File: src/hw/rtl/icmr_pkg.sv
// shared types and constants for the int8 convolution mac with requantization
// no dependencies; used by every module of the block
`default_nettype none

package icmr_pkg;

  localparam int unsigned ACC_W    = 32;
  localparam int unsigned PROD_W   = 16;
  localparam int unsigned MULT_W   = 32;
  localparam int unsigned HALF_W   = 16;
  localparam int unsigned PPROD_W  = ACC_W + HALF_W + 1;
  localparam int unsigned WIDE_W   = 64;
  localparam int unsigned LEAKY_SH = 3;
  localparam int unsigned ACT_W    = 8;

  localparam logic signed [ACT_W-1:0] ACT_MAX = 8'sd127;
  localparam logic signed [ACT_W-1:0] ACT_MIN = -8'sd128;

  typedef enum logic [2:0] {
    REG_IN_HEIGHT        = 3'd0,
    REG_IN_WIDTH         = 3'd1,
    REG_KERNEL_SIZE      = 3'd2,
    REG_PAD_ENABLE       = 3'd3,
    REG_SCALE_MULTIPLIER = 3'd4,
    REG_SCALE_SHIFT      = 3'd5,
    REG_LEAKY_ENABLE     = 3'd6
  } reg_idx_e;

  typedef struct packed {
    logic [9:0]        in_height;
    logic [9:0]        in_width;
    logic [1:0]        kernel_size;
    logic              pad_enable;
    logic [MULT_W-1:0] scale_multiplier;
    logic [5:0]        scale_shift;
    logic              leaky_enable;
  } cfg_t;

  localparam cfg_t CFG_RESET = '{
    in_height:        10'd416,
    in_width:         10'd416,
    kernel_size:      2'd3,
    pad_enable:       1'b1,
    scale_multiplier: 32'd0,
    scale_shift:      6'd16,
    leaky_enable:     1'b1
  };

  // accumulated taps and bias of one finished activation
  typedef struct packed {
    logic [ACC_W-1:0] acc;
    logic [ACC_W-1:0] bias;
  } entry_t;

  typedef enum logic [2:0] {
    S_IDLE,
    S_LEAKY,
    S_MUL_LO,
    S_MUL_HI,
    S_ADD,
    S_SHIFT
  } back_state_e;

endpackage

`default_nettype wire

File: src/hw/rtl/icmr_front.sv
// front end: takes taps, checks bounds, multiplies and accumulates
// pushes one entry per last tap into the queue; uses icmr_pkg
`default_nettype none

module icmr_front #(
  parameter int unsigned MAX_SIDE = 512
) (
  input  wire                      clk_i,
  input  wire                      rst_ni,
  input  icmr_pkg::cfg_t           cfg_i,
  input  wire                      in_valid_i,
  output logic                     in_stall_o,
  input  wire  signed [7:0]        pixel_i,
  input  wire  signed [7:0]        weight_i,
  input  wire         [8:0]        out_row_i,
  input  wire         [8:0]        out_col_i,
  input  wire         [1:0]        tap_row_i,
  input  wire         [1:0]        tap_col_i,
  input  wire  signed [31:0]       bias_i,
  input  wire                      last_tap_i,
  output logic                     push_o,
  output icmr_pkg::entry_t         push_data_o,
  input  wire                      full_i
);
  import icmr_pkg::*;

  localparam int unsigned SIDE_BITS = $clog2(MAX_SIDE + 1);
  localparam int unsigned CW = ((SIDE_BITS > 11) ? SIDE_BITS : 11) + 1;

  logic [CW-1:0]            half;
  logic [CW-1:0]            pos_row;
  logic [CW-1:0]            pos_col;
  logic [CW-1:0]            h_ext;
  logic [CW-1:0]            w_ext;
  logic [CW-1:0]            side_h;
  logic [CW-1:0]            side_w;
  logic                     in_image;
  logic signed [7:0]        pix_eff;
  logic signed [PROD_W-1:0] prod;
  logic                     take;
  logic                     adv;

  logic                     valid_q;
  logic signed [PROD_W-1:0] prod_q;
  logic [ACC_W-1:0]         bias_q;
  logic                     last_q;
  logic [ACC_W-1:0]         acc_q;
  logic [ACC_W-1:0]         acc_sum;

  assign half    = cfg_i.pad_enable ? CW'(cfg_i.kernel_size[1]) : '0;
  assign pos_row = CW'(out_row_i) + CW'(tap_row_i) - half;
  assign pos_col = CW'(out_col_i) + CW'(tap_col_i) - half;
  assign h_ext   = CW'(cfg_i.in_height);
  assign w_ext   = CW'(cfg_i.in_width);
  assign side_h  = (h_ext > CW'(MAX_SIDE)) ? CW'(MAX_SIDE) : h_ext;
  assign side_w  = (w_ext > CW'(MAX_SIDE)) ? CW'(MAX_SIDE) : w_ext;

  assign in_image = !pos_row[CW-1] && (pos_row < side_h) &&
                    !pos_col[CW-1] && (pos_col < side_w);
  assign pix_eff  = in_image ? pixel_i : 8'sd0;
  assign prod     = pix_eff * weight_i;

  assign adv        = !last_q || !full_i;
  assign in_stall_o = valid_q && !adv;
  assign take       = in_valid_i && !in_stall_o;

  assign acc_sum     = acc_q + {{(ACC_W - PROD_W){prod_q[PROD_W-1]}}, prod_q};
  assign push_o      = valid_q && last_q && !full_i;
  assign push_data_o = '{acc: acc_sum, bias: bias_q};

  always_ff @(posedge clk_i or negedge rst_ni) begin
    if (!rst_ni) begin
      valid_q <= 1'b0;
      acc_q   <= '0;
    end else begin
      if (valid_q && adv) begin
        acc_q <= last_q ? '0 : acc_sum;
      end
      if (take) begin
        valid_q <= 1'b1;
      end else if (adv) begin
        valid_q <= 1'b0;
      end
    end
  end

  always_ff @(posedge clk_i) begin
    if (take) begin
      prod_q <= prod;
      bias_q <= bias_i;
      last_q <= last_tap_i;
    end
  end

endmodule

`default_nettype wire

File: src/hw/rtl/icmr_queue.sv
// small register queue between the front end and the requantizer
// uses icmr_pkg for the entry type
`default_nettype none

module icmr_queue #(
  parameter int unsigned DEPTH = 2
) (
  input  wire               clk_i,
  input  wire               rst_ni,
  input  wire               push_i,
  input  icmr_pkg::entry_t  push_data_i,
  output logic              full_o,
  input  wire               pop_i,
  output icmr_pkg::entry_t  pop_data_o,
  output logic              valid_o
);
  import icmr_pkg::*;

  localparam int unsigned PW = (DEPTH > 1) ? $clog2(DEPTH) : 1;
  localparam int unsigned CNTW = $clog2(DEPTH + 1);

  entry_t          mem_q [DEPTH];
  logic [PW-1:0]   wr_ptr_q;
  logic [PW-1:0]   rd_ptr_q;
  logic [CNTW-1:0] count_q;

  assign full_o     = (count_q == CNTW'(DEPTH));
  assign valid_o    = (count_q != '0);
  assign pop_data_o = mem_q[rd_ptr_q];

  always_ff @(posedge clk_i or negedge rst_ni) begin
    if (!rst_ni) begin
      wr_ptr_q <= '0;
      rd_ptr_q <= '0;
      count_q  <= '0;
    end else begin
      if (push_i) begin
        wr_ptr_q <= (wr_ptr_q == PW'(DEPTH - 1)) ? '0 : wr_ptr_q + 1'b1;
      end
      if (pop_i) begin
        rd_ptr_q <= (rd_ptr_q == PW'(DEPTH - 1)) ? '0 : rd_ptr_q + 1'b1;
      end
      if (push_i && !pop_i) begin
        count_q <= count_q + 1'b1;
      end else if (pop_i && !push_i) begin
        count_q <= count_q - 1'b1;
      end
    end
  end

  always_ff @(posedge clk_i) begin
    if (push_i) begin
      mem_q[wr_ptr_q] <= push_data_i;
    end
  end

endmodule

`default_nettype wire

File: src/hw/rtl/icmr_requant.sv
// back end: bias add, leaky shift, multiply by m in two halves, shift, saturate
// holds the output register; uses icmr_pkg
`default_nettype none

module icmr_requant (
  input  wire               clk_i,
  input  wire               rst_ni,
  input  icmr_pkg::cfg_t    cfg_i,
  input  wire               q_valid_i,
  input  icmr_pkg::entry_t  q_data_i,
  output logic              q_pop_o,
  output logic              out_valid_o,
  input  wire               out_stall_i,
  output logic signed [7:0] activation_o
);
  import icmr_pkg::*;

  back_state_e state_q, state_d;

  logic signed [ACC_W-1:0]   sum_q;
  logic signed [PPROD_W-1:0] p_lo_q;
  logic signed [PPROD_W-1:0] p_hi_q;
  logic signed [WIDE_W-1:0]  wide_q;
  logic signed [HALF_W:0]    mul_b;
  logic signed [PPROD_W-1:0] mul_p;
  logic signed [WIDE_W-1:0]  lo_ext;
  logic signed [WIDE_W-1:0]  hi_ext;
  logic signed [WIDE_W-1:0]  shifted;
  logic                      sat_hi;
  logic                      sat_lo;
  logic signed [ACT_W-1:0]   act;
  logic                      out_valid_q;
  logic signed [ACT_W-1:0]   act_q;
  logic                      out_load;

  assign mul_b = (state_q == S_MUL_LO) ?
                 $signed({1'b0, cfg_i.scale_multiplier[HALF_W-1:0]}) :
                 $signed({1'b0, cfg_i.scale_multiplier[MULT_W-1:HALF_W]});
  assign mul_p = sum_q * mul_b;

  assign lo_ext  = {{(WIDE_W - PPROD_W){p_lo_q[PPROD_W-1]}}, p_lo_q};
  assign hi_ext  = {{(WIDE_W - PPROD_W){p_hi_q[PPROD_W-1]}}, p_hi_q};
  assign shifted = wide_q >>> cfg_i.scale_shift;
  assign sat_hi  = !shifted[WIDE_W-1] && (|shifted[WIDE_W-2:ACT_W-1]);
  assign sat_lo  = shifted[WIDE_W-1] && !(&shifted[WIDE_W-2:ACT_W-1]);
  assign act     = sat_hi ? ACT_MAX : (sat_lo ? ACT_MIN : shifted[ACT_W-1:0]);

  // next state
  always_comb begin
    state_d = state_q;
    case (state_q)
      S_IDLE:   if (q_valid_i) state_d = S_LEAKY;
      S_LEAKY:  state_d = S_MUL_LO;
      S_MUL_LO: state_d = S_MUL_HI;
      S_MUL_HI: state_d = S_ADD;
      S_ADD:    state_d = S_SHIFT;
      S_SHIFT:  if (!out_valid_q || !out_stall_i) state_d = S_IDLE;
      default:  state_d = S_IDLE;
    endcase
  end

  // control outputs
  always_comb begin
    q_pop_o  = 1'b0;
    out_load = 1'b0;
    case (state_q)
      S_IDLE:  q_pop_o  = q_valid_i;
      S_SHIFT: out_load = !out_valid_q || !out_stall_i;
      default: begin
        q_pop_o  = 1'b0;
        out_load = 1'b0;
      end
    endcase
  end

  always_ff @(posedge clk_i or negedge rst_ni) begin
    if (!rst_ni) begin
      state_q     <= S_IDLE;
      out_valid_q <= 1'b0;
    end else begin
      state_q <= state_d;
      if (out_load) begin
        out_valid_q <= 1'b1;
      end else if (!out_stall_i) begin
        out_valid_q <= 1'b0;
      end
    end
  end

  always_ff @(posedge clk_i) begin
    if (q_pop_o) begin
      sum_q <= $signed(q_data_i.acc + q_data_i.bias);
    end
    if (state_q == S_LEAKY && cfg_i.leaky_enable && sum_q[ACC_W-1]) begin
      sum_q <= sum_q >>> LEAKY_SH;
    end
    if (state_q == S_MUL_LO) begin
      p_lo_q <= mul_p;
    end
    if (state_q == S_MUL_HI) begin
      p_hi_q <= mul_p;
    end
    if (state_q == S_ADD) begin
      wide_q <= (hi_ext <<< HALF_W) + lo_ext;
    end
    if (out_load) begin
      act_q <= act;
    end
  end

  assign out_valid_o  = out_valid_q;
  assign activation_o = act_q;

endmodule

`default_nettype wire

File: src/hw/rtl/int8_conv_mac_requantize.sv
// top level of the int8 convolution mac with requantization
// holds the configuration registers; instantiates icmr_front, icmr_queue, icmr_requant
// Taps may arrive back to back while in_stall_o is low; a tap is multiplied as
// it is accepted and accumulated in the next cycle. A tap marked last closes
// the activation: its sum enters a two-entry queue, and the back end turns it
// into a result through these steps: the pop, the leaky shift, two passes of the
// shared 32x17 multiplier for the 32-bit scale, the wide add, and the shift with
// saturation into the output register. The back end takes one activation at a
// time, so short activations can fill the queue, and the front end then stalls
// the input on a last tap until the back end pops an entry.
// Configuration writes are taken in any cycle and are meant for idle time.
`default_nettype none

module int8_conv_mac_requantize #(
  parameter int unsigned MAX_SIDE = 512
) (
  input  wire               clk_i,
  input  wire               rst_ni,
  input  wire               cfg_valid_i,
  output logic              cfg_ready_o,
  input  wire         [2:0] cfg_index_i,
  input  wire        [31:0] cfg_data_i,
  input  wire               in_valid_i,
  output logic              in_stall_o,
  input  wire  signed [7:0] pixel_i,
  input  wire  signed [7:0] weight_i,
  input  wire         [8:0] out_row_i,
  input  wire         [8:0] out_col_i,
  input  wire         [1:0] tap_row_i,
  input  wire         [1:0] tap_col_i,
  input  wire signed [31:0] bias_i,
  input  wire               last_tap_i,
  output logic              out_valid_o,
  input  wire               out_stall_i,
  output logic signed [7:0] activation_o
);
  import icmr_pkg::*;

  cfg_t   cfg_q;
  logic   push;
  entry_t push_data;
  logic   full;
  logic   pop;
  entry_t pop_data;
  logic   q_valid;

  assign cfg_ready_o = 1'b1;

  always_ff @(posedge clk_i or negedge rst_ni) begin
    if (!rst_ni) begin
      cfg_q <= CFG_RESET;
    end else if (cfg_valid_i && cfg_ready_o) begin
      case (cfg_index_i)
        REG_IN_HEIGHT:        cfg_q.in_height        <= cfg_data_i[9:0];
        REG_IN_WIDTH:         cfg_q.in_width         <= cfg_data_i[9:0];
        REG_KERNEL_SIZE:      cfg_q.kernel_size      <= cfg_data_i[1:0];
        REG_PAD_ENABLE:       cfg_q.pad_enable       <= cfg_data_i[0];
        REG_SCALE_MULTIPLIER: cfg_q.scale_multiplier <= cfg_data_i;
        REG_SCALE_SHIFT:      cfg_q.scale_shift      <= cfg_data_i[5:0];
        REG_LEAKY_ENABLE:     cfg_q.leaky_enable     <= cfg_data_i[0];
        default:              cfg_q                  <= cfg_q;
      endcase
    end
  end

  icmr_front #(
    .MAX_SIDE (MAX_SIDE)
  ) u_front (
    .clk_i       (clk_i),
    .rst_ni      (rst_ni),
    .cfg_i       (cfg_q),
    .in_valid_i  (in_valid_i),
    .in_stall_o  (in_stall_o),
    .pixel_i     (pixel_i),
    .weight_i    (weight_i),
    .out_row_i   (out_row_i),
    .out_col_i   (out_col_i),
    .tap_row_i   (tap_row_i),
    .tap_col_i   (tap_col_i),
    .bias_i      (bias_i),
    .last_tap_i  (last_tap_i),
    .push_o      (push),
    .push_data_o (push_data),
    .full_i      (full)
  );

  icmr_queue #(
    .DEPTH (2)
  ) u_queue (
    .clk_i       (clk_i),
    .rst_ni      (rst_ni),
    .push_i      (push),
    .push_data_i (push_data),
    .full_o      (full),
    .pop_i       (pop),
    .pop_data_o  (pop_data),
    .valid_o     (q_valid)
  );

  icmr_requant u_requant (
    .clk_i        (clk_i),
    .rst_ni       (rst_ni),
    .cfg_i        (cfg_q),
    .q_valid_i    (q_valid),
    .q_data_i     (pop_data),
    .q_pop_o      (pop),
    .out_valid_o  (out_valid_o),
    .out_stall_i  (out_stall_i),
    .activation_o (activation_o)
  );

endmodule

`default_nettype wire

File: config.mk
export PLATFORM = sky130hd
export DESIGN_NAME = int8_conv_mac_requantize
export DESIGN_NICKNAME = d
export VERILOG_FILES = /design/src/hw/rtl/icmr_pkg.sv /design/src/hw/rtl/icmr_front.sv /design/src/hw/rtl/icmr_queue.sv /design/src/hw/rtl/icmr_requant.sv /design/src/hw/rtl/int8_conv_mac_requantize.sv
export SDC_FILE = /design/constraint.sdc
export NUM_CORES = 2
export LEC_CHECK = 0
export BUFFER_PORTS_ARGS = -buffer_cell sky130_fd_sc_hd__buf_4
export CORE_UTILIZATION = 40
export CTS_BUF_LIST = sky130_fd_sc_hd__clkbuf_4
export DETAILED_ROUTE_END_ITERATION = 12
export PLACE_DENSITY = 0.66
export SYNTH_ARGS = -nofsm -noshare
export SYNTH_HDL_FRONTEND = slang
export SYNTH_SLANG_ARGS = --single-unit
File: constraint.sdc
create_clock -name clk_i -period 9.2 [get_ports clk_i]
set_clock_uncertainty 0.15 [all_clocks]
set_input_delay 0 -clock clk_i [delete_from_list [all_inputs] [get_ports clk_i]]
set_output_delay 0 -clock clk_i [all_outputs]
set_load 0.02 [all_outputs]
==> summary.md <==
| Metric | Value |
|---|---|
| Status | `finished clean` |
| Clock slew at reported path FFs | `0.06 ns` |
| Finished layout cell area | `55200 µm²` |
| Synth area leaders | `edfxtp_1, fa_1, ha_1` |
| Crit-path most repeated cell | `fa_1` |
| Period utilization | `91.9%` |
| Unrepaired setup endpoints after global routing | `no` |
| Post-synth EDFFs | `378` |
| Iter 0 DRT Violations | `2341` |
| GR Util met2 | `34.7%` |
| Synthesized area per cell | `10.6 µm²` |
| Dpl cell area | `51400 µm²` |
| FF-to-FF setup slack | `0.75 ns` |
| CP max stage cell | `mux2_2` |
| Post-route setup slack | `0.746 ns` |
| Max FO, Critical Path | `32` |
| Vias post-DR | `35200` |
| CTS tree | `built` |
| GRT met3 Usage | `2.65%` |
| Initial core utilization | `40.6%` |
| Post-Syn Area | `48900 µm²` |
| Layout area overhead | `12.8%` |
| DRC | `0` |
| Port bufs | `120` |
| WS Path Type | `register to register` |
| Clk sinks | `480` |
| Total GRT Usage | `20.4%` |
| Post-synthesis cell count | `4623` |
| Netlist cell types | `94` |
| Fmax achieved | `118 MHz` |
| Pins Over Slew Limit | `0` |
| Cell accounting for the most synthesized area | `edfxtp_1` |
| DR WL/cell | `18.6 µm` |
| Critical Path RT | `9.69 ns` |
| Post-detail-place hpwl | `92200 µm` |
| Final setup fails | `0` |
| Vias in the first global route | `36900` |
| Initial antenna violation count | `2` |
| Worst Hold Class | `primary input to register` |
| Commonest cells in the synthesized netlist | `inv_1, fa_1, nand2_1` |
| CTS H-Tree Depth | `3` |
| Share of post-route cells with drive strength above 1 | `13.7%` |
| FP Rows | `127` |
| Dpl ws | `0.606 ns` |
| Fill cell count | `11100` |
| Die Ht | `352 µm` |
| Core Region | `121000 µm²` |
| TritonCTS Buffers | `119` |
| Root Buffer | `clkbuf_4` |
| Seq cells post-synth | `480` |
| Die ar. | `124000 µm²` |
| Final Hold Viols | `0` |
| Worst-Margin Slew | `1.11 ns` |
| Sequential fraction of the synthesis area | `28.4%` |
| Slew HR | `26.2%` |
| Top FF cell, synth | `edfxtp_1` |
| DRT Pass-1 Iters | `6` |
| Largest net degree at the start of global routing | `77` |
| Met1 GRT Util | `27.1%` |
| GR peak layer | `met2` |
| Critical path capture point type | `register` |
| Startpoint types | `register` |
| Worst-skew pair later-pin latency | `1.03 ns` |
| Post-route ant nets | `0` |
| Via/cell ratio | `5.31` |
| Max_cap viols | `0` |
| First-pass GRT wire length | `200000 µm` |
| CP max stage delay | `0.77 ns` |
| Top cell type's share of synthesized area | `23.2%` |
| WP data arrival | `8.95 ns` |
| Most common cell in the netlist | `inv_1` |
| Fin crit period | `8.45 ns` |
| Total Neg Setup Slack | `0 ns` |
| Final #Nets | `5860` |
| Post-Syn Nets | `5565` |
| I/O pin cnt | `122` |
| GRT overflow | `0` |
| Syn. warnings | `0` |
| Clock Path Buffers | `3` |
| FFs w/ async S/R, synth | `21.3%` |
| Gp weighted congestion | `0.893` |
| Die W | `352 µm` |
| Total Wirelength | `123000 µm` |
| Post-cts sizing count | `0` |
==> layout make-up <==
| cell class | count | area (µm²) | share of cell area [%] |
|---|---|---|---|
| repair buffers | 372 | 3340 | 6.06 |
| well taps | 1612 | 2020 | 3.65 |
| multi-input cells | 3273 | 31700 | 57.5 |
| diodes | 5 | 12.5 | 0.0227 |
| flip-flops and latches | 480 | 13900 | 25.2 |
| clock buffers | 189 | 1420 | 2.57 |
| clock inverters | 30 | 209 | 0.379 |
| inverters | 672 | 2520 | 4.57 |
==> path summary, 6_finish.rpt <==
| check | startpoint | end | cells after the start |
|---|---|---|---|
| min in group asynchronous | rst_ni | u_front.acc_q[15] | 5 |
| max in group asynchronous | rst_ni | cfg_q[2] | 5 |
| max | u_requant.state_q[0] | u_requant.p_hi_q[41] | 26 |
| min reg2reg | u_requant.p_lo_q[13] | u_requant.wide_q[13] | 0 |
| max reg2reg | u_requant.state_q[0] | u_requant.p_hi_q[41] | 26 |
| min | last_tap_i | u_front.last_q | 3 |
==> cells by family (layout without fill, tap and decap cells) <==
family,after synthesis,in the layout,synth area share (%)
AOI/OAI and AO/OA,666,666,9.11
xor gates and xnor gates,182,182,3.26
DFF,480,480,28.4
other,1,6,0.00767
adders and majority gates,831,831,29.7
buffers and inverters,870,1263,6.89
and+or+nand+nor,1235,1235,12.5
muxes,358,358,10.2
==> metal layers <==
| layer | up-vias | share of wire (%) |
|---|---|---|
| li1 | 16300 | - |
| met5 | - | 0 |
| met3 | 193 | 4.7 |
| met2 | 996 | 49 |
| met1 | 17700 | 44 |
| met4 | 0 | 2.4 |
==> metrics by stage <==
stage / std cells / utilization (%) / hold slack [ns]
floorplan: 4623 / - / -0.446
global placement: 6201 / 42.7 / -0.0575
detailed placement: 6201 / 42.7 / -0.0545
CTS: 6628 / 45.7 / 0.000565
global route: 6633 / 45.8 / 0.0269
finish: 6633 / 45.8 / 0.120
==> flip-flops by register name, summed over array words and instances, names as in the netlist <==
register                count
u_front.acc_q              32
u_requant.p_hi_q           48
u_requant.state_q           3
u_front.last_q              1
u_queue.mem_q             128
u_queue.wr_ptr_q            1
u_requant.out_valid_o       1
u_queue.count_q             2
u_requant.sum_q            32
u_front.bias_q             32
cfg_q                      61
u_front.prod_q             16
u_queue.rd_ptr_q            1
u_requant.p_lo_q           49
u_requant.activation_o      8
u_requant.wide_q           64
u_front.valid_q             1
==> critical path, delay by kind of cell, from the launching register on <==
kind	cells	cell delay (ns)
adders and majority gates	7	3.31
muxes	1	0.77
DFF	1	0.52
buffers and inverters	6	0.50
AOI/OAI and AO/OA	8	1.87
and+or+nand+nor	4	0.95
==> cells in the final DEF (no fill, tap or decap), types with 9 or more instances in the layout <==
| cell type | Yosys | final |
|---|---|---|
| o21a_1 | 25 | 25 |
| dfrtp_1 | 92 | 87 |
| edfxtp_1 | 378 | 378 |
| mux2i_1 | 93 | 88 |
| o211ai_1 | 18 | 18 |
| dlygate4sd3_1 | 0 | 207 |
| nor4_1 | 14 | 14 |
| and4_1 | 9 | 9 |
| nand2b_1 | 37 | 37 |
| or3_1 | 19 | 19 |
| and2_1 | 73 | 71 |
| nand2_1 | 483 | 483 |
| a22o_1 | 30 | 30 |
| xor2_1 | 60 | 60 |
| inv_1 | 667 | 667 |
| xnor2_1 | 122 | 122 |
| and3_1 | 73 | 73 |
| a31oi_1 | 21 | 21 |
| a21oi_1 | 182 | 182 |
| mux4_2 | 88 | 88 |
| nor3b_1 | 10 | 9 |
| dfstp_2 | 10 | 10 |
| buf_4 | 4 | 163 |
| fa_1 | 549 | 549 |
| o21bai_1 | 23 | 23 |
| clkbuf_4 | 1 | 189 |
| a211oi_1 | 29 | 29 |
| nand4_1 | 15 | 15 |
| a21o_1 | 88 | 88 |
| clkinv_1 | 4 | 20 |
| nor3_1 | 45 | 43 |
| or2_2 | 13 | 13 |
| nand3_1 | 70 | 70 |
| nor2b_1 | 182 | 182 |
| o21ai_1 | 18 | 18 |
| mux2_2 | 172 | 172 |
| o21ai_0 | 106 | 106 |
| ha_1 | 282 | 282 |
| nor2_1 | 160 | 157 |
==> what timing repair did <==
action	4_1_cts	5_1_grt
hold buffers	208	0
endpoints found under the hold margin	253	0
setup buffers	0	0
Power is left out: the tool's default activity adds up to more than one toggle a clock period on the data nets, which glitch-free logic cannot reach.
